$ cat src/design/gb2d_pkg.sv
// ----------------------------------------------------------------------------
// gb2d_pkg
// Shared types, constants and helpers for the 2D Gaussian blur block.
// ----------------------------------------------------------------------------
`default_nettype none

package gb2d_pkg;

    localparam int MAX_WIDTH_DEF  = 1024;
    localparam int MAX_RADIUS_DEF = 3;

    localparam int PIX_W     = 16;
    localparam int WGT_W     = 17;
    localparam int ROW_W     = 13;
    localparam int FW_W      = 11;
    localparam int FH_W      = 12;
    localparam int RAD_W     = 2;
    localparam int OROW_W    = 12;
    localparam int OCOL_W    = 10;
    localparam int CFG_IDX_W = 3;
    localparam int POS_W     = 15;
    localparam int PROD_W    = 2 * WGT_W;
    localparam int TERM_W    = PIX_W + WGT_W;

    localparam logic [ROW_W-1:0] ROW_MAX    = {ROW_W{1'b1}};
    localparam logic [WGT_W-1:0] WGT_ONE    = 17'd65536;
    localparam logic [PIX_W-1:0] PIX_MAX    = {PIX_W{1'b1}};
    localparam int               ROUND_HALF = 32768;
    localparam int               Q_SHIFT    = 16;

    typedef enum logic [2:0] {
        CFG_FRAME_WIDTH  = 3'd0,
        CFG_FRAME_HEIGHT = 3'd1,
        CFG_KERNEL_RAD   = 3'd2,
        CFG_WEIGHT_C     = 3'd3,
        CFG_WEIGHT_1     = 3'd4,
        CFG_WEIGHT_2     = 3'd5,
        CFG_WEIGHT_3     = 3'd6
    } t_cfg_idx;

    typedef enum logic [1:0] {
        S_IDLE,
        S_READ,
        S_MAC,
        S_OUT
    } t_state;

    typedef struct packed {
        logic col_shift;
        logic load;
        logic rotate;
    } t_cell_ctl;

    function automatic logic [WGT_W-1:0] clamp_weight(input logic [WGT_W-1:0] w);
        return (w > WGT_ONE) ? WGT_ONE : w;
    endfunction

endpackage

`default_nettype wire

$ cat src/design/gb2d_cell.sv
// ----------------------------------------------------------------------------
// gb2d_cell
// One window cell: holds a pixel, takes a column shift, a line-store load or
// a rotate step from its neighbor.
// ----------------------------------------------------------------------------
`default_nettype none

module gb2d_cell
    import gb2d_pkg::*;
(
    input  wire logic             i_clk,
    input  wire logic             i_rst_n,
    input  wire t_cell_ctl        i_ctl,
    input  wire logic [PIX_W-1:0] i_shift_d,
    input  wire logic [PIX_W-1:0] i_load_d,
    input  wire logic [PIX_W-1:0] i_rot_d,
    output logic      [PIX_W-1:0] o_q
);

    logic [PIX_W-1:0] r_q;

    always_ff @(posedge i_clk) begin
        if (!i_rst_n) begin
            r_q <= '0;
        end else if (i_ctl.col_shift) begin
            r_q <= i_shift_d;
        end else if (i_ctl.load) begin
            r_q <= i_load_d;
        end else if (i_ctl.rotate) begin
            r_q <= i_rot_d;
        end
    end

    assign o_q = r_q;

endmodule

`default_nettype wire

$ cat config.mk
export PLATFORM = sky130hd
export DESIGN_NAME = gb2d_cell
export DESIGN_NICKNAME = d
export VERILOG_FILES = /design/src/design/gb2d_pkg.sv /design/src/design/gb2d_cell.sv
export SDC_FILE = /design/constraint.sdc
export NUM_CORES = 1
export LEC_CHECK = 0
export ABC_AREA = 1
export BUFFER_PORTS_ARGS = -buffer_cell sky130_fd_sc_hd__buf_4
export CAP_MARGIN = 10
export CORE_MARGIN = 1
export CORE_UTILIZATION = 30
export DETAILED_ROUTE_END_ITERATION = 12
export PLACE_DENSITY_LB_ADDON = 0.2
export SETUP_SLACK_MARGIN = 0.5
export SLEW_MARGIN = 20
export SYNTH_ARGS = -nofsm -noshare
export SYNTH_HDL_FRONTEND = slang
export SYNTH_SLANG_ARGS = --single-unit
$ cat constraint.sdc
create_clock -name i_clk -period 0.9 [get_ports i_clk]
set_input_delay 0.09 -clock i_clk [delete_from_list [all_inputs] [get_ports i_clk]]
set_output_delay 0.09 -clock i_clk [all_outputs]
set_load 0.01 [all_outputs]
======== After elaboration in Yosys (flattened, before gate mapping) ========
Cells that the tools add are included.
cells by class
  multiplexer cells ....................... 3
  reduce and logical (&&, ||, !) cells .... 1
operators by type and width
  kind                number
  16-bit two-way mux  3
  3-bit nonzero test  1
word-level totals
  register bits after elaboration ......... 16
  input bits .............................. 53
  output and inout port bits .............. 16
  word-level logic and storage cells ...... 5

======== Depth between registers and ports, before layout ========
Gate-level depths: netlist of run 1.
  depth after elaboration ................. 3
  depth in mapped cells ................... 6
  depth with buffers taken out ............ 4

======== Worst setup path after synthesis of run 1 ========
OpenSTA, ideal clock, no wires.
  kind .................................... input -> register
  start point ............................. input port i_ctl[2] (netlist name)
  end point ............................... register r_q[0] (netlist: o_q[0])
  library setup time ...................... 0.118 ns
  arrival time ............................ 0.663 ns
  required time ........................... 0.782 ns
  path slack .............................. 0.119 ns
  stages .................................. 6
  path buffers ............................ 3
  cells stage by stage .................... buf_6 -> inv_4 -> buf_8 -> buf_8 -> a21oi_2 -> a21oi_1
between the ends
  cells in the longest elaborated chain, start to end .. 1
  elaborated cells on any way between the ends .. 2
  classes of those cells .................. mux: 1; reduce/logical: 1
ends and longest elaborated chain
  what                                                                       RTL line         text
  start: declaration                                                         gb2d_cell.sv:13  input wire t_cell_ctl i_ctl,
  3-bit nonzero test (no source line) or 16-bit two-way mux (tied branches)  -
  end signal: assignment                                                     gb2d_cell.sv:26  r_q <= i_shift_d;
  end signal: assignment                                                     gb2d_cell.sv:28  r_q <= i_load_d;
  end signal: assignment                                                     gb2d_cell.sv:30  r_q <= i_rot_d;
  end: declaration                                                           gb2d_cell.sv:20  logic [PIX_W-1:0] r_q;
Several ways; a longest one is shown, not always the timed one.
A chain may end at the register's enable or synchronous reset.

======== Final worst setup path of run 1 ========
  start point ............................. register r_q[7] (netlist: o_q[7])
  end point ............................... output port o_q[7]
RTL lines
  what              RTL line         text
  end: declaration  gb2d_cell.sv:17  output logic [PIX_W-1:0] o_q
No word-level cell between the ends.

==> run metrics, run 1 <==
Initial DRC Count 56; sequential share of the synthesized area 24.11%; Synth-to-Final Area Change 62.24%; Period Utilization, post-route 87.80%; hpwl dp 2568 µm; H-tree depth 1; Slowest-stage cell, CP dfxtp_2; element type at the critical path end output port; Peak supply drop 0.6892 mV; max reg flops 16; worst r2r src o_q[2]; worst hold start i_rot_d[7]; DRT antenna net count 0; hold crit path type in -> reg; share of cells above drive strength 1 53.42%; Post-synth top cells inv_1, nand2_1, nand3_1, a21oi_1, dfxtp_1; drt via density 4.415; f_max 1266 MHz; port bufs 68; CP Max Fanout 2; Tot GR Track Use 15.77%; required time worst endpoint 810 ps; pwr dens 1068 nW/µm²; Ant. Diodes 0; crit path kind reg -> out; vias 1510; drt first pass iters 4; top area cells in the synthesized netlist dfxtp_1, inv_1, nand2_1; Slew Viols, Final 0; CP Buf/Inv Count 1; Initial Utilization 32.29%; vias in the first global route 1296; Critical Path AT 700 ps; Synth async-reset ratio 0%; setup repair after global routing missed its margin yes; routed len/inst 10.75 µm; clk_skew 0 ps; EDFF count, synth 0; Final Core Density 52.39%; R2R depth 5; DRT Wirelength 3678 µm; floorplan core area 4115 µm²; area share of the largest cell type after synthesis 24.11%; Ports 69; Chip Width 68.55 µm; worst-path cell chain buf_6; delay-heaviest family, CP flip-flops; initial antenna violation count 0; Worst R2R Setup Slack 150 ps; GPL Wtd Cong 0.6936; TritonCTS clock tree done; total gr overflow 0; mapped cell area 1329 µm²; Die Y 68.55 µm; Total Power 2.303 mW; CTS buffer count 3; CTS sink count 16; drt drc 0; leading area contributor after synthesis dfxtp_1; slew margin rel. 78.48%; latest clock arrival within the worst-skew pair 250 ps; die area 4699 µm²; Clk Tree Root Cell clkbuf_8; Static Leak 1.208 nW; synth unique cells 14; Final Hold Vio Count 0; Critical Path Max Stage Delay 350 ps; #FFs+latches synth 16; Final #Nets 346; Site Rows 23; first-pass GRT wire length 5547 µm; deepest clock path buffer count 2; Hold Crit Depth 5; Cells after Synth 226; status complete, no violations; count of final setup violators 0; Worst Hold End o_q[7]; Reg clk slew, reported paths 70 ps; worst-margin pin slew 322.3 ps; hold slack 170.6 ps; synth warn 0; setup TNS 0 ps; fin crit period 790.2 ps; mean post-synth cell area 5.880 µm²; largest net degree at the start of global routing 22; Post-Syn Nets 279; Critical Path Start Type register; Max Cap Viol 0; Synth Flop Type dfxtp_1; R2R Path End o_q[2]
## cell usage in the layout (no fill, tap or decap)
master,count
inv_1,51
buf_6,18
nand2_2,7
clkbuf_8,4
a21oi_2,21
nor2_8,1
a21oi_1,11
nand3_1,17
buf_4,55
dfxtp_2,16
buf_12,4
inv_2,14
nand3_2,15
inv_4,1
nand2_1,57
## through the flow
step	setup slack, ps	std cells	instance area, µm²
2_1_floorplan	148.5	226	1390
3_3_place_gp	51.73	336	1909
3_5_place_dp	29.66	336	1909
4_1_cts	105.1	342	2074
5_1_grt	75.12	342	2156
6_report	109.8	342	2156
## final cells by class
cell class	count	area [µm²]
multi-input cells	129	752.0
well taps	50	62.56
clock buffers	4	55.05
inverters	66	250.2
flip-flops and latches	16	340.3
fillers	439	1959
repair buffers	77	695.7
## worst max path at each step
stage,startpoint,endpoint,slack (ps),cells after the start
2_1_floorplan,i_ctl[2],o_q[0],150,6
4_1_cts,o_q[9],o_q[9],110,1
3_5_place_dp,i_ctl[2],o_q[14],30,5
6_report,o_q[7],o_q[7],110,1
5_1_grt,o_q[4],o_q[4],80,1
3_3_place_gp,i_ctl[1],o_q[9],50,5
## layer usage
| layer | vias up | share of wire, % | track usage, % | routed length [µm] |
|---|---|---|---|---|
| met5 | - | 0 | 0 | 0 |
| li1 | 797 | - | - | - |
| met1 | 675 | 43 | 18.12 | 1564 |
| met3 | 4 | 4.5 | 3.618 | 167 |
| met2 | 34 | 52 | 29.29 | 1914 |
| met4 | 0 | 0.84 | 3.385 | 31 |
## repair_timing
item,CTS,global route
endpoints found under the setup margin,32,32
resized for setup,37,29
setup buffers,2,0
hold buffers,0,0
## kinds of logic after synthesis
family                 share of synthesized area (%)
AOI/OAI and AO/OA                              14.88
and+or+nand+nor                                31.64
DFF                                            24.11
buffers and inverters                          29.38
## power by group
group	leakage (nW)	switching, mW	internal (mW)	total, mW
Combinational	1.04	0.379	0.444	0.823
Sequential	0.138	0.0501	0.781	0.831
Clock	0.0288	0.261	0.388	0.649
Total	1.21	0.690	1.61	2.30
Power figures use the tool's default switching activity.
==> inputs of run 2 (changes only) <==
==> constraint.sdc (replaced) <==
create_clock -name i_clk -period 1 [get_ports i_clk]
set_input_delay 0.1 -clock i_clk [delete_from_list [all_inputs] [get_ports i_clk]]
set_output_delay 0.1 -clock i_clk [all_outputs]
set_load 0.01 [all_outputs]
==> run metrics, run 2 (synthesis results as in run 1) <==
Die Y 68.55 µm; Synth-to-Final Area Change 60.55%; worst-margin pin slew 214.5 ps; clock share of power 28.3%; CP Buf/Inv Count 1; DRT Wirelength 3597 µm; Critical Path AT 700 ps; latest clock arrival within the worst-skew pair 250 ps; vias in the first global route 1313; Cell Int Power 1.443 mW; Final Hold Vio Count 0; Worst Hold End o_q[11]; commonest non-fill, non-tap cells in the layout nand2_1, buf_4, inv_1, a21oi_2, nand3_1; R2R depth 5; worst r2r src o_q[0]; Switch Pwr 610.8 µW; setup TNS 0 ps; slew margin rel. 85.70%; pwr dens 962.6 nW/µm²; delay-heaviest family, CP flip-flops; fillers 424; hpwl dp 2556 µm; TritonCTS clock tree done; element type at the critical path end output port; Switching Fraction 29.74%; FF+latch area 340.3 µm²; number of buffers inserted by hold repair at cts 0; CP Max Fanout 2; die area 4699 µm²; Worst R2R Setup Slack 260 ps; Tot GR Track Use 15.46%; Logic pwr share 35.4%; required time worst endpoint 900 ps; Cell Count, Final, Fillers Out 340; share of power burned in registers 36.3%; Peak supply drop 0.6449 mV; Ant. Diodes 0; drt first pass iters 4; Final #Nets 344; clk_skew 0 ps; vias 1462; R2R Path End o_q[0]; Ports 69; worst-path cell chain buf_6; status complete, no violations; Clk Tree Root Cell clkbuf_8; Hold Crit Depth 5; fin crit period 795.8 ps; DRT antenna net count 0; count of final setup violators 0; drt drc 0; CTS buffer count 3; Reg clk slew, reported paths 70 ps; Site Rows 23; Chip Width 68.55 µm; deepest clock path buffer count 2; Initial DRC Count 72; Period Utilization, post-route 79.58%; Critical Path Max Stage Delay 350 ps; Max Cap Viol 0; Initial Utilization 32.29%; Slew Viols, Final 0; placed cells 335; first-pass GRT wire length 5485 µm; CTS sink count 16; GPL Wtd Cong 0.7412; routed len/inst 10.58 µm; setup repair after global routing missed its margin yes; initial antenna violation count 0; max reg flops 16; H-tree depth 1; port bufs 68; hold crit path type in -> reg; Critical Path Start Type register; floorplan core area 4115 µm²; worst hold start i_shift_d[11]; Static Leak 1.197 nW; Total Power 2.054 mW; commonest non-fill, non-tap cell in the layout nand2_1; total gr overflow 0; crit path kind reg -> out; Slowest-stage cell, CP dfxtp_2; drt via density 4.300; f_max 1257 MHz; largest net degree at the start of global routing 28; share of cells above drive strength 1 52.07%; area occupied by multi-input gates 745.7 µm²
## run 2: changes by cell type in the layout (fill, tap and decap cells not counted)
cell | before | now
inv_1 | 51 | 52
nand3_1 | 17 | 18
nand2_1 | 57 | 59
nand2_2 | 7 | 5
nand3_2 | 15 | 14
inv_4 | 1 | 2
buf_6 | 18 | 17
a21oi_2 | 21 | 22
buf_4 | 55 | 54
a21oi_1 | 11 | 10
inv_2 | 14 | 12
## run 2: final cells by class
type,count,share of cell area (%)
Timing Repair Buffer,75,31.73
Tap cell,50,2.933
Multi-Input combinational cell,129,34.96
Inverter,66,11.85
Clock buffer,4,2.581
Sequential cell,16,15.95
## run 2: worst max path at each step
| stage | start | end | slack (ps) | cells past startpoint |
|---|---|---|---|---|
| 6_report | o_q[9] | o_q[9] | 200 | 1 |
| 5_1_grt | o_q[0] | o_q[0] | 170 | 1 |
| 4_1_cts | o_q[8] | o_q[8] | 200 | 1 |
| 3_5_place_dp | i_ctl[1] | o_q[10] | 110 | 5 |
| 3_3_place_gp | i_ctl[1] | o_q[10] | 120 | 5 |
| 2_1_floorplan | i_ctl[2] | o_q[0] | 240 | 6 |
## run 2: repair_timing
| action | 4_1_cts | 5_1_grt |
|---|---|---|
| gates resized for setup | 37 | 33 |
| cloned | 0 | 0 |
| setup buffers | 1 | 0 |
| setup endpoints to repair | 32 | 32 |
## run 2: worst min-delay path, cell delays in order
cell     delay, ps
buf_4           80
nand2_1         40
inv_1           40
a21oi_1         30
a21oi_1        110
## run 2: power by group through the flow
stage               clock [mW]  combinational [mW]  sequential (mW)
floorplan                    0               0.346            0.755
global placement             0               0.645            0.733
detailed placement           0               0.646            0.732
CTS                      0.610               0.690            0.740
global route             0.638               0.805            0.753
finish                   0.580               0.728            0.745
## run 2: metal layers
metal	up-vias	global-route usage, %	part of all wire [%]
met3	2	3.783	5.0
met4	0	3.125	0.39
met1	639	17.82	44
li1	789	-	-
met2	32	28.55	50
met5	-	0	0
## run 2: through the flow
| stage | worst slack [ps] | instance area (µm²) | hold WS (ps) | util, % |
|---|---|---|---|---|
| after floorplan | 238.5 | 1383 | 321.7 | - |
| after global placement | 119.8 | 1894 | 432.3 | 46.03 |
| after detailed placement | 107.2 | 1894 | 445.0 | 46.03 |
| after CTS | 197.8 | 2046 | 168.0 | 49.71 |
| after global routing | 168.7 | 2133 | 186.0 | 51.84 |
| final | 204.2 | 2133 | 182.4 | 51.84 |
