[src/design/gb2d_pkg.sv]
// ----------------------------------------------------------------------------
// gb2d_pkg
// Shared types, constants and helpers for the 2D Gaussian blur block.
// ----------------------------------------------------------------------------
`default_nettype none

package gb2d_pkg;

    localparam int MAX_WIDTH_DEF  = 1024;
    localparam int MAX_RADIUS_DEF = 3;

    localparam int PIX_W     = 16;
    localparam int WGT_W     = 17;
    localparam int ROW_W     = 13;
    localparam int FW_W      = 11;
    localparam int FH_W      = 12;
    localparam int RAD_W     = 2;
    localparam int OROW_W    = 12;
    localparam int OCOL_W    = 10;
    localparam int CFG_IDX_W = 3;
    localparam int POS_W     = 15;
    localparam int PROD_W    = 2 * WGT_W;
    localparam int TERM_W    = PIX_W + WGT_W;

    localparam logic [ROW_W-1:0] ROW_MAX    = {ROW_W{1'b1}};
    localparam logic [WGT_W-1:0] WGT_ONE    = 17'd65536;
    localparam logic [PIX_W-1:0] PIX_MAX    = {PIX_W{1'b1}};
    localparam int               ROUND_HALF = 32768;
    localparam int               Q_SHIFT    = 16;

    typedef enum logic [2:0] {
        CFG_FRAME_WIDTH  = 3'd0,
        CFG_FRAME_HEIGHT = 3'd1,
        CFG_KERNEL_RAD   = 3'd2,
        CFG_WEIGHT_C     = 3'd3,
        CFG_WEIGHT_1     = 3'd4,
        CFG_WEIGHT_2     = 3'd5,
        CFG_WEIGHT_3     = 3'd6
    } t_cfg_idx;

    typedef enum logic [1:0] {
        S_IDLE,
        S_READ,
        S_MAC,
        S_OUT
    } t_state;

    typedef struct packed {
        logic col_shift;
        logic load;
        logic rotate;
    } t_cell_ctl;

    function automatic logic [WGT_W-1:0] clamp_weight(input logic [WGT_W-1:0] w);
        return (w > WGT_ONE) ? WGT_ONE : w;
    endfunction

endpackage

`default_nettype wire

[src/design/gb2d_mac.sv]
// ----------------------------------------------------------------------------
// gb2d_mac
// Pipelined multiply-accumulate: weight pair product, Q16 rounding of the
// coefficient, pixel product, running sum.
// ----------------------------------------------------------------------------
`default_nettype none

module gb2d_mac
    import gb2d_pkg::*;
#(
    parameter int ACC_W = 38
) (
    input  wire logic             i_clk,
    input  wire logic             i_rst_n,
    input  wire logic             i_clear,
    input  wire logic             i_valid,
    input  wire logic [PIX_W-1:0] i_pix,
    input  wire logic [WGT_W-1:0] i_wy,
    input  wire logic [WGT_W-1:0] i_wx,
    output logic      [ACC_W-1:0] o_acc
);

    logic [PIX_W-1:0]  r_s1_pix;
    logic [PROD_W-1:0] r_s1_prod;
    logic [TERM_W-1:0] r_s2_term;
    logic [ACC_W-1:0]  r_acc;
    logic [PROD_W:0]   coef_sum;
    logic [WGT_W-1:0]  coef;

    assign coef_sum = {1'b0, r_s1_prod} + (PROD_W+1)'(ROUND_HALF);
    assign coef     = coef_sum[Q_SHIFT +: WGT_W];

    // drop the pixel of a masked tap so stale window data never reaches the sum
    always_ff @(posedge i_clk) begin
        r_s1_pix  <= i_valid ? i_pix : '0;
        r_s1_prod <= i_valid ? (i_wy * i_wx) : '0;
        r_s2_term <= r_s1_pix * coef;
    end

    always_ff @(posedge i_clk) begin
        if (!i_rst_n || i_clear) begin
            r_acc <= '0;
        end else begin
            r_acc <= r_acc + ACC_W'(r_s2_term);
        end
    end

    assign o_acc = r_acc;

endmodule

`default_nettype wire

[config.mk]
export PLATFORM = sky130hd
export DESIGN_NAME = gb2d_mac
export DESIGN_NICKNAME = d
export VERILOG_FILES = /design/src/design/gb2d_pkg.sv /design/src/design/gb2d_mac.sv
export SDC_FILE = /design/constraint.sdc
export NUM_CORES = 1
export LEC_CHECK = 0
export BUFFER_PORTS_ARGS = -buffer_cell sky130_fd_sc_hd__clkbuf_2
export CAP_MARGIN = 20
export CORE_MARGIN = 3
export CORE_UTILIZATION = 25
export CTS_BUF_LIST = sky130_fd_sc_hd__clkbuf_8
export DETAILED_ROUTE_END_ITERATION = 16
export PLACE_DENSITY = 0.39
export RECOVER_POWER = 100
export REMOVE_ABC_BUFFERS = 1
export SYNTH_ARGS = -nofsm -noshare
export SYNTH_HDL_FRONTEND = slang
export SYNTH_SLANG_ARGS = --single-unit
export TNS_END_PERCENT = 5
[constraint.sdc]
create_clock -name i_clk -period 11 [get_ports i_clk]
set_input_delay 2.2 -clock i_clk [delete_from_list [all_inputs] [get_ports i_clk]]
set_output_delay 2.2 -clock i_clk [all_outputs]
set_load 0.05 [all_outputs]
# --- After elaboration in Yosys (flattened, before gate mapping) ---
# Index checks and enable logic that the tools add are counted.
totals:
  in_bits: 54
  register_bits: 120
  word_cells: 10
classes:
  n_reduce_logical: 2
  mul: 2
  addsub: 2
ops:
  columns: ["operator", "count"]
  rows:
  - ["adder 38 x 33 -> 38 bit", 1]
  - ["adder 33 x 16 -> 33 bit, second input constant", 1]
  - ["multiplier 16 x 17 -> 33 bit", 1]
  - ["multiplier 17 x 17 -> 33 bit", 1]
  - ["logical NOT 1 bit", 1]
  - ["logical OR 1 bit", 1]

# --- Depth between registers and ports, before layout ---
# Gate-level depths: netlist of run 1.
logic_depth:
  depth_word: 2
  ltp_mapped: 29

# --- Worst setup path after synthesis of run 1 ---
# Ideal clock, no wire load.
synth_timing:
  kind: "input port to flip-flop"
  startpoint: "in i_wy[11]"
  endpoint: "reg r_s1_prod[32]"
  setup_time_ps: 123
  required_ps: 10877
  t_arrival_ps: 7750
  cell_stages: 23
  path_slack_ps: 3127
  cell_sequence: "clkbuf_1 -> clkbuf_1 -> nand2_1 -> fa_1 -> inv_1 -> fa_1 -> inv_1 -> fa_1 -> inv_1 -> fa_1 -> inv_1 -> fa_1 -> inv_1 -> fa_1 -> ha_1 -> a21oi_1 -> o21ai_0 -> a31oi_1 -> a211oi_1 -> o211ai_1 -> a31oi_1 -> o31ai_1 -> mux2_1"
synth_between:
  elab_chain_len: 1
synth_rtl:
  columns: ["item", "line_no", "text"]
  rows:
  - ["from (decl)", "gb2d_mac.sv:18", "input wire logic [WGT_W-1:0] i_wy,"]
  - ["multiplier 17 x 17 -> 33 bit", "gb2d_mac.sv:36", "r_s1_prod <= i_valid ? (i_wy * i_wx) : '0;"]
  - ["to (signal assigned)", "gb2d_mac.sv:36", null]
  - ["to (decl)", "gb2d_mac.sv:24", "logic [PROD_W-1:0] r_s1_prod;"]
# Every way passes these cells.
# A chain may end at the register's enable or synchronous reset.

# --- Worst setup path after layout of run 1 ---
layout_timing:
  startpoint: "reg r_s1_prod[15]"
  endpoint: "reg r_s2_term[32]"
layout_between:
  elab_chain_len: 2
layout_rtl:
  columns: ["item", "line_no", "text"]
  rows:
  - ["adder 33 x 16 -> 33 bit", "gb2d_mac.sv:30", "assign coef_sum = {1'b0, r_s1_prod} + (PROD_W+1)'(ROUND_HALF);"]
  - ["multiplier 16 x 17 -> 33 bit", "gb2d_mac.sv:37", "r_s2_term <= r_s1_pix * coef;"]
  - ["to (signal assigned)", "gb2d_mac.sv:37", null]
  - ["to (decl)", "gb2d_mac.sv:25", "logic [TERM_W-1:0] r_s2_term;"]
# Every way passes these cells.

==> impl_metrics.yaml, run 1 <==
outcome:
  status: "finished with violations"
  violations: "max-capacitance violations, max-slew violations"
detailed_routing:
  via_per_inst: 4.36
  post_drt_wl_per_cell_um: 16.2
  drtIter0Drc: 597
  drt_pre_antenna_iters: 5
  drt.antenna.violating_nets: 0
  routed_wl_mm: 60.8
  drc: 0
  via_count: 16300
timing:
  setup_viol: 0
  slew_headroom: -0.266
  fmax_mhz: 116
  slew_violations: 54
  skew_ps: 26.0
  final.setup.tns_ps: 0
  worst-slew-pin-transition_ps: 1890
  whs_ps: 506
  min_period_ps: 8610
  period_share: 0.783
  rsz0062_at_grt: "false"
  hold_violations: 0
hold_path:
  hold_end: "o_acc[37]$_SDFF_PP0_"
  hold_path_depth: 2
  min-delay-start: "o_acc[37]$_SDFF_PP0_"
  holdCritPathClass: "flop to flop"
logic_synthesis:
  syn_avg_cell_area_um2: 8.77
  synth-main-ff-cell: "dfxtp_1"
  yosysMostFrequentCell: "inv_1"
  synth_top_area_frac: 0.383
  ys_ff_latch: 105
  netlist_instances: 2565
  synth_common_cells: "inv_1 (520), fa_1 (430), nand2_1 (394)"
  syn_area_um2: 22500
  synth_cell_type_count: 66
  synth_area_leaders: "fa_1 (38%), ha_1 (13%), dfxtp_1 (9.3%), inv_1 (8.7%), and2_1 (6.6%)"
  synth_edf_count: 0
  seq_area_frac_synth: 0.0934
  yosys_warnings: 0
  synth_top_area_cell: "fa_1"
  async_flop_share: 0
cts:
  numCtsBuffers: 9
  cts_buffer_depth: 2
  clock-sinks: 105
  cts_hold_buf: 0
  clkTransAtPathRegs_ps: 140
  clk_latency_ps: 460
  htreeDepth: 3
  cts_tree: "done"
  clockRootBuffer: "clkbuf_8"
  cts_setup_buffers: 0
  cts-resized-gates: 0
setup_path:
  cp-start-kind: "flop"
  regToRegEndpoint: "r_s2_term[32]$_DFF_P_"
  crit_fanout: 16
  cp-end-kind: "flop"
  crit_slowest_cell: "xnor2_1"
  r2r_start: "r_s1_prod[15]$_SDFF_PN0_"
  crit_start: "r_s1_prod[15]$_SDFF_PN0_"
  ff2ff_path_depth: 24
  cp.arrival_ps: 8980
  critPathMostFrequentCell: "fa_1"
  cp.required_ps: 11370
  slowest_delay_ps: 1480
  crit_type: "flop to flop"
  path_cells: "ha_1 > and3_1 > nand3_1 > xnor2_1 > and2_0 > fa_1 > inv_1 > fa_1 > fa_1 > fa_1 > inv_1 > fa_1 > inv_1 > fa_1 > inv_1 > ha_1 > and3_1 > nand3_1 > a211oi_1 > nor2_1 > a2111oi_0 > o21ai_0 > a31oi_1 > xnor2_1"
  timing.reg2reg.setup_slack_ps: 2390
power:
  switching_share: 0.552
  max-vdd-ir-drop_v: 0.000229
  p_switching_mw: 4.07
  internal-power_mw: 3.30
  p_comb_frac: 0.874
  p_clk_frac: 0.039
  p_seq_frac: 0.087
  power.density_nw_per_um2: 303
  leakage_nw: 12.0
  power.total_mw: 7.38
floorplan:
  die_h_um: 306
  dieArea_um2: 93700
  core_region_area_um2: 88800
  ioPinCount: 92
  row_count: 109
  start_util: 0.253
  die_w_um: 306
place:
  gp_congestion: 0.813
  post_dp_cell_area_um2: 24200
  dp_hpwl_mm: 50.4
  io_buffers: 91
cells_and_area:
  fin_nets: 3299
  area_growth_pct: 8.05
  final_cell_area_um2: 24300
  drive_above_1_share: 0.0353
global_routing:
  grt_first_pass_wirelength_mm: 100
  grt_use_total: 0.134
  antenna_found_initial: 3
  grt_max_degree: 37
  gr-total-overflow: 0
  grt_pass1_vias: 18200
job:
  max-cap-violations: 2
==> power by group through the flow <==
stage	logic, mW	clock network, mW	registers (mW)
after floorplan	4.76	0	0.718
after global placement	6.49	0	0.652
after detailed placement	6.50	0	0.653
after CTS	6.56	0.314	0.644
after global routing	7.43	0.324	0.657
final	6.45	0.291	0.639
==> flip-flops by register name, summed over array words and instances, names as in the netlist <==
register   count
r_s1_prod     18
r_s2_term     33
r_s1_pix      16
o_acc         38
==> cell usage in the layout (no fill, tap or decap), types with 11 or more instances in the layout <==
master,instances
a21o_1,35
inv_1,520
ha_1,241
dfxtp_1,105
a21oi_1,74
nor3_1,19
a211oi_1,19
nor2_1,73
nand2b_1,16
and2_0,21
nand2_1,394
clkbuf_2,50
o21ai_0,38
fa_1,430
a31oi_1,19
nor2b_1,11
xnor2_1,44
xor2_1,26
clkbuf_1,42
and2_1,217
o21a_1,20
nand3_1,23
and3_1,11
==> critical path, delay by kind of cell, from the launching register on <==
family                   cells  cell delay, ps
adder cells (fa/ha/maj)      8            3330
AO/OA/AOI/OAI                4            1800
XOR/XNOR                     2            1640
AND/OR/NAND/NOR              6            1150
flip-flops                   1             360
buffers and inverters        4             220
==> cells by family (layout without fill, tap and decap cells) <==
group           Yosys count  in the layout  synth area share
flops                   105            105            0.0934
mux                       3              3           0.00139
buf+inv                 617            631             0.103
simple gates            820            820             0.175
fa+ha+maj               671            671             0.517
other cells               0              1                 0
xor+xnor                 82             82            0.0319
compound gates          267            267            0.0789
==> worst max path at each step <==
stage                                to  slack (ps)  depth (start not counted)
4_1_cts           r_s2_term[32]$_DFF_P_        2840                         25
3_5_place_dp   r_s1_prod[32]$_SDFF_PN0_        2630                         22
3_3_place_gp   r_s1_prod[32]$_SDFF_PN0_        2660                         22
2_1_floorplan  r_s1_prod[32]$_SDFF_PN0_        3630                         21
6_report          r_s2_term[32]$_DFF_P_        2390                         24
5_1_grt           r_s2_term[32]$_DFF_P_        1660                         24
==> routing by layer <==
layer  wire (µm)  GRT usage  up-vias
li1            -          -     7864
met1       30700      0.192     8243
met2       27900      0.220      199
met3        1420     0.0107       40
met4         815     0.0290        0
met5           0          0        -
==> through the flow <==
stage | setup slack, ps | util | instances
6_report | 2390 | 0.274 | 3745
5_1_grt | 1660 | 0.274 | 3745
4_1_cts | 2840 | 0.275 | 3744
3_5_place_dp | 2630 | 0.272 | 3728
3_3_place_gp | 2660 | 0.272 | 3728
2_1_floorplan | 3630 | - | 2468
==> final cells by class <==
type                    count  area [µm²]
fillers                  9545       64500
multi-input cells        1843       18200
flip-flops and latches    105        2100
inverters                 520        1950
well taps                1165        1460
repair buffers             95         430
clock buffers               9         124
clock inverters             7        90.1
diodes                      1        2.50
Power figures use the tool's default switching activity.
==> run 2: changes to the inputs <==
clock period = 8.5 ns   (was 11 ns; I/O delays follow)
==> impl_metrics.yaml, run 2 (synthesized netlist as in run 1, its figures left out) <==
setup_path:
  crit_fanout: 17
  cp-endpoint: "r_s1_prod[32]$_SDFF_PN0_"
  cp-end-kind: "flop"
  cp.required_ps: 8870
  timing.reg2reg.setup_slack_ps: 820
  r2r_start: "r_s1_prod[15]$_SDFF_PN0_"
  crit_type: "primary input to flop"
  cp-start-kind: "primary input"
  cp.arrival_ps: 8150
  crit_start: "i_wy[12]"
  regToRegEndpoint: "r_s2_term[32]$_DFF_P_"
  ff2ff_path_depth: 26
cts:
  cts_hold_buf: 0
  clkTransAtPathRegs_ps: 130
  htreeDepth: 3
  cts_tree: "done"
  clock-sinks: 105
  clockRootBuffer: "clkbuf_8"
  cts_setup_buffers: 0
  cts_buffer_depth: 2
  numCtsBuffers: 9
  clk_latency_ps: 460
  cts-resized-gates: 0
cells_and_area:
  area_growth_pct: 8.39
  fin_nets: 3313
  n_fill_cell: 9617
  largest_reg_flops: 38
  area.sequential_um2: 2100
  stdcell_count: 3759
  multiInputGateArea_um2: 18100
  mostFrequentLayoutCell: "inv_1"
  most-common-layout-cells: "inv_1 (520), fa_1 (430), nand2_1 (394)"
  drive_above_1_share: 0.0378
timing:
  worst-slew-pin-transition_ps: 1810
  rsz0062_at_grt: "false"
  final.setup.tns_ps: 0
  period_share: 0.916
  min_period_ps: 7790
  skew_ps: 22.5
  hold_violations: 0
  slew_violations: 37
  setup_slack_ps: 713
  setup_viol: 0
  fmax_mhz: 128
  slew_headroom: -0.204
floorplan:
  die_h_um: 306
  row_count: 109
  ioPinCount: 92
  start_util: 0.253
  die_w_um: 306
  core_region_area_um2: 88800
  dieArea_um2: 93700
outcome:
  status: "finished with violations"
  violations: "max-capacitance violations, max-slew violations"
place:
  gp_congestion: 0.825
  dp_hpwl_mm: 50.8
  dpl_worst_slack_ps: 593
  dp.cells: 3741
  io_buffers: 91
job:
  max-cap-violations: 1
hold_path:
  holdCritPathClass: "flop to flop"
power:
  p_seq_frac: 0.086
  leakage_nw: 12.1
  max-vdd-ir-drop_v: 0.000282
  switching_share: 0.548
  p_switching_mw: 5.24
  power.density_nw_per_um2: 392
  p_comb_frac: 0.872
  internal-power_mw: 4.32
  p_clk_frac: 0.042
detailed_routing:
  via_per_inst: 4.36
  drc: 0
  routed_wl_mm: 60.7
  drt_pre_antenna_iters: 6
  post_drt_wl_per_cell_um: 16.2
  drtIter0Drc: 657
  drt.antenna.violating_nets: 0
  via_count: 16400
global_routing:
  gr-total-overflow: 0
  grt_first_pass_wirelength_mm: 99.7
  grt_pass1_vias: 18200
  grt_max_degree: 37
  grt_use_total: 0.133
  antenna_found_initial: 2
run 2: worst max-delay path, cell delays in order:
cell	delay, ps
clkbuf_1	630
nand2_1	190
fa_1	570
inv_1	50
fa_1	550
inv_1	60
fa_1	510
inv_1	60
fa_1	530
inv_1	50
fa_1	470
inv_1	50
fa_1	440
ha_1	310
nand2_1	70
nor2_1	140
o2111ai_1	260
a211oi_1	390
o211ai_1	180
a31oi_1	450
o31ai_1	150
mux2_1	330
run 2: power by group through the flow:
stage	logic (mW)	registers, mW	clock network (mW)
2_1_floorplan	6.16	0.930	0
3_3_place_gp	8.41	0.838	0
3_5_place_dp	8.40	0.839	0
4_1_cts	8.48	0.827	0.432
5_1_grt	9.65	0.842	0.446
6_report	8.33	0.821	0.405
run 2: per-stage QoR:
| stage | total power [mW] | util | instance area (µm²) | hold slack [ps] |
|---|---|---|---|---|
| finish | 9.56 | 0.275 | 24400 | 502 |
| global route | 10.9 | 0.275 | 24400 | 549 |
| CTS | 9.74 | 0.275 | 24400 | 504 |
| detailed placement | 9.24 | 0.273 | 24200 | 486 |
| global placement | 9.25 | 0.273 | 24200 | 472 |
| floorplan | 7.09 | - | 22100 | 516 |
run 2: worst min path at each step:
stage / startpoint / end / slack (ps) / cells after the start
2_1_floorplan: r_s2_term[0]$_DFF_P_ / o_acc[0]$_SDFF_PP0_ / 520 / 2
3_3_place_gp: o_acc[37]$_SDFF_PP0_ / o_acc[37]$_SDFF_PP0_ / 470 / 2
3_5_place_dp: o_acc[37]$_SDFF_PP0_ / o_acc[37]$_SDFF_PP0_ / 490 / 2
4_1_cts: o_acc[37]$_SDFF_PP0_ / o_acc[37]$_SDFF_PP0_ / 500 / 2
5_1_grt: o_acc[35]$_SDFF_PP0_ / o_acc[35]$_SDFF_PP0_ / 550 / 2
6_report: o_acc[35]$_SDFF_PP0_ / o_acc[35]$_SDFF_PP0_ / 500 / 2
run 2: area by class of cell:
class                           count  share of cell area
Multi-Input combinational cell   1843               0.742
Sequential cell                   105              0.0862
Inverter                          520              0.0800
Tap cell                         1165              0.0598
Timing Repair Buffer              109              0.0222
Clock buffer                        9             0.00508
Clock inverter                      7             0.00467
Antenna cell                        1            0.000103
run 2: per-layer routing:
layer	track usage	vias to the layer above	part of all wire
li1	-	7899	-
met1	0.190	8228	0.51
met2	0.219	207	0.45
met3	0.0124	46	0.024
met4	0.0311	0	0.015
met5	0	-	0
==> run 3: changes to the inputs <==
CAP_MARGIN = default   (was 20)
clock period = 8.8 ns   (was 8.5 ns; I/O delays follow)
==> impl_metrics.yaml, run 3 (synthesized netlist as in run 1, its figures left out) <==
timing:
  setup_viol: 0
  fmax_mhz: 126
  skew_ps: 19.5
  period_share: 0.903
  final.setup.tns_ps: 0
  whs_ps: 492
  slew_violations: 37
  rsz0062_at_grt: "false"
  slew_headroom: -0.177
  worst-slew-pin-transition_ps: 1760
  min_period_ps: 7950
  setup_slack_ps: 855
  hold_violations: 0
outcome:
  violations: "max-capacitance violations, max-slew violations"
  status: "finished with violations"
global_routing:
  antenna_found_initial: 1
  gr-total-overflow: 0
  grt_max_degree: 37
  grt_first_pass_wirelength_mm: 99.0
  grt_pass1_vias: 18200
  grt_use_total: 0.132
cells_and_area:
  stdcell_count: 3755
  drive_above_1_share: 0.0367
  n_antenna_cell: 0
  n_fill_cell: 9638
  most-common-layout-cells: "inv_1 (520), fa_1 (430), nand2_1 (394)"
  fin_nets: 3310
  area_growth_pct: 8.15
  mostFrequentLayoutCell: "inv_1"
  area.sequential_um2: 2100
  largest_reg_flops: 38
  post-route-util: 0.274
  multiInputGateArea_um2: 18100
  final_cell_area_um2: 24300
power:
  internal-power_mw: 4.13
  p_seq_frac: 0.086
  power.density_nw_per_um2: 377
  max-vdd-ir-drop_v: 0.000306
  power.total_mw: 9.18
  p_comb_frac: 0.874
  switching_share: 0.550
  p_switching_mw: 5.05
  leakage_nw: 12.0
  p_clk_frac: 0.040
place:
  io_buffers: 91
  dp_hpwl_mm: 50.7
  dp.cells: 3739
  gp_congestion: 0.816
  post_dp_cell_area_um2: 24200
  dpl_worst_slack_ps: 819
setup_path:
  cp.required_ps: 9170
  critPathMostFrequentCell: "fa_1"
  r2r_start: "r_s1_prod[15]$_SDFF_PN0_"
  crit_type: "flop to flop"
  crit_start: "r_s1_prod[15]$_SDFF_PN0_"
  cp-start-kind: "flop"
  cp-end-kind: "flop"
  slowest_delay_ps: 820
  crit_slowest_cell: "xor2_1"
  crit_fanout: 9
  cp.arrival_ps: 8320
floorplan:
  dieArea_um2: 93700
  row_count: 109
  ioPinCount: 92
  die_w_um: 306
  start_util: 0.253
  die_h_um: 306
  core_region_area_um2: 88800
cts:
  cts_buffer_depth: 2
  cts_hold_buf: 0
  clk_latency_ps: 450
  numCtsBuffers: 9
  cts_tree: "done"
  clock-sinks: 105
  clockRootBuffer: "clkbuf_8"
  cts-resized-gates: 0
  cts_setup_buffers: 0
  clkTransAtPathRegs_ps: 120
  htreeDepth: 3
detailed_routing:
  routed_wl_mm: 60.0
  drc: 0
  via_count: 16400
  via_per_inst: 4.37
  drt.antenna.violating_nets: 0
  drtIter0Drc: 626
  drt_pre_antenna_iters: 5
  post_drt_wl_per_cell_um: 16.0
hold_path:
  min-delay-start: "o_acc[37]$_SDFF_PP0_"
  holdCritPathClass: "flop to flop"
job:
  max-cap-violations: 1
==> run 3: routing by layer <==
metal	vias up	global-route usage	wire, µm
li1	7879	-	-
met1	8189	0.189	30100
met2	267	0.215	27100
met3	58	0.0115	1700
met4	0	0.0320	1050
met5	-	0	0
==> run 3: path summary, 6_finish.rpt <==
check	to	slack, ps	cells past startpoint
worst min register to register	o_acc[37]$_SDFF_PP0_	490	2
worst max register to register	r_s2_term[32]$_DFF_P_	850	25
worst max-delay path	r_s2_term[32]$_DFF_P_	850	25
worst min-delay path	o_acc[37]$_SDFF_PP0_	490	2
==> run 3: cell type report <==
cell class | count | area share
Multi-Input combinational cell | 1843 | 0.744
Sequential cell | 105 | 0.0864
Inverter | 520 | 0.0802
Tap cell | 1165 | 0.0599
Timing Repair Buffer | 106 | 0.0211
Clock buffer | 9 | 0.00509
Clock inverter | 7 | 0.00380
==> run 3: critical path, delay by kind of cell (launching register included) <==
family | cells | cell delay (ps)
AOI/OAI and AO/OA | 4 | 1620
DFF | 1 | 360
and+or+nand+nor | 7 | 1350
adders and majority gates | 8 | 3360
buffers and inverters | 4 | 230
xor gates and xnor gates | 2 | 960
==> run 3: power groups by stage <==
stage,logic [mW],registers [mW],clock network [mW]
after floorplan,5.95,0.898,0
after global placement,8.10,0.810,0
after detailed placement,8.10,0.811,0
after CTS,8.17,0.799,0.390
after global routing,9.27,0.815,0.405
final,8.02,0.793,0.364
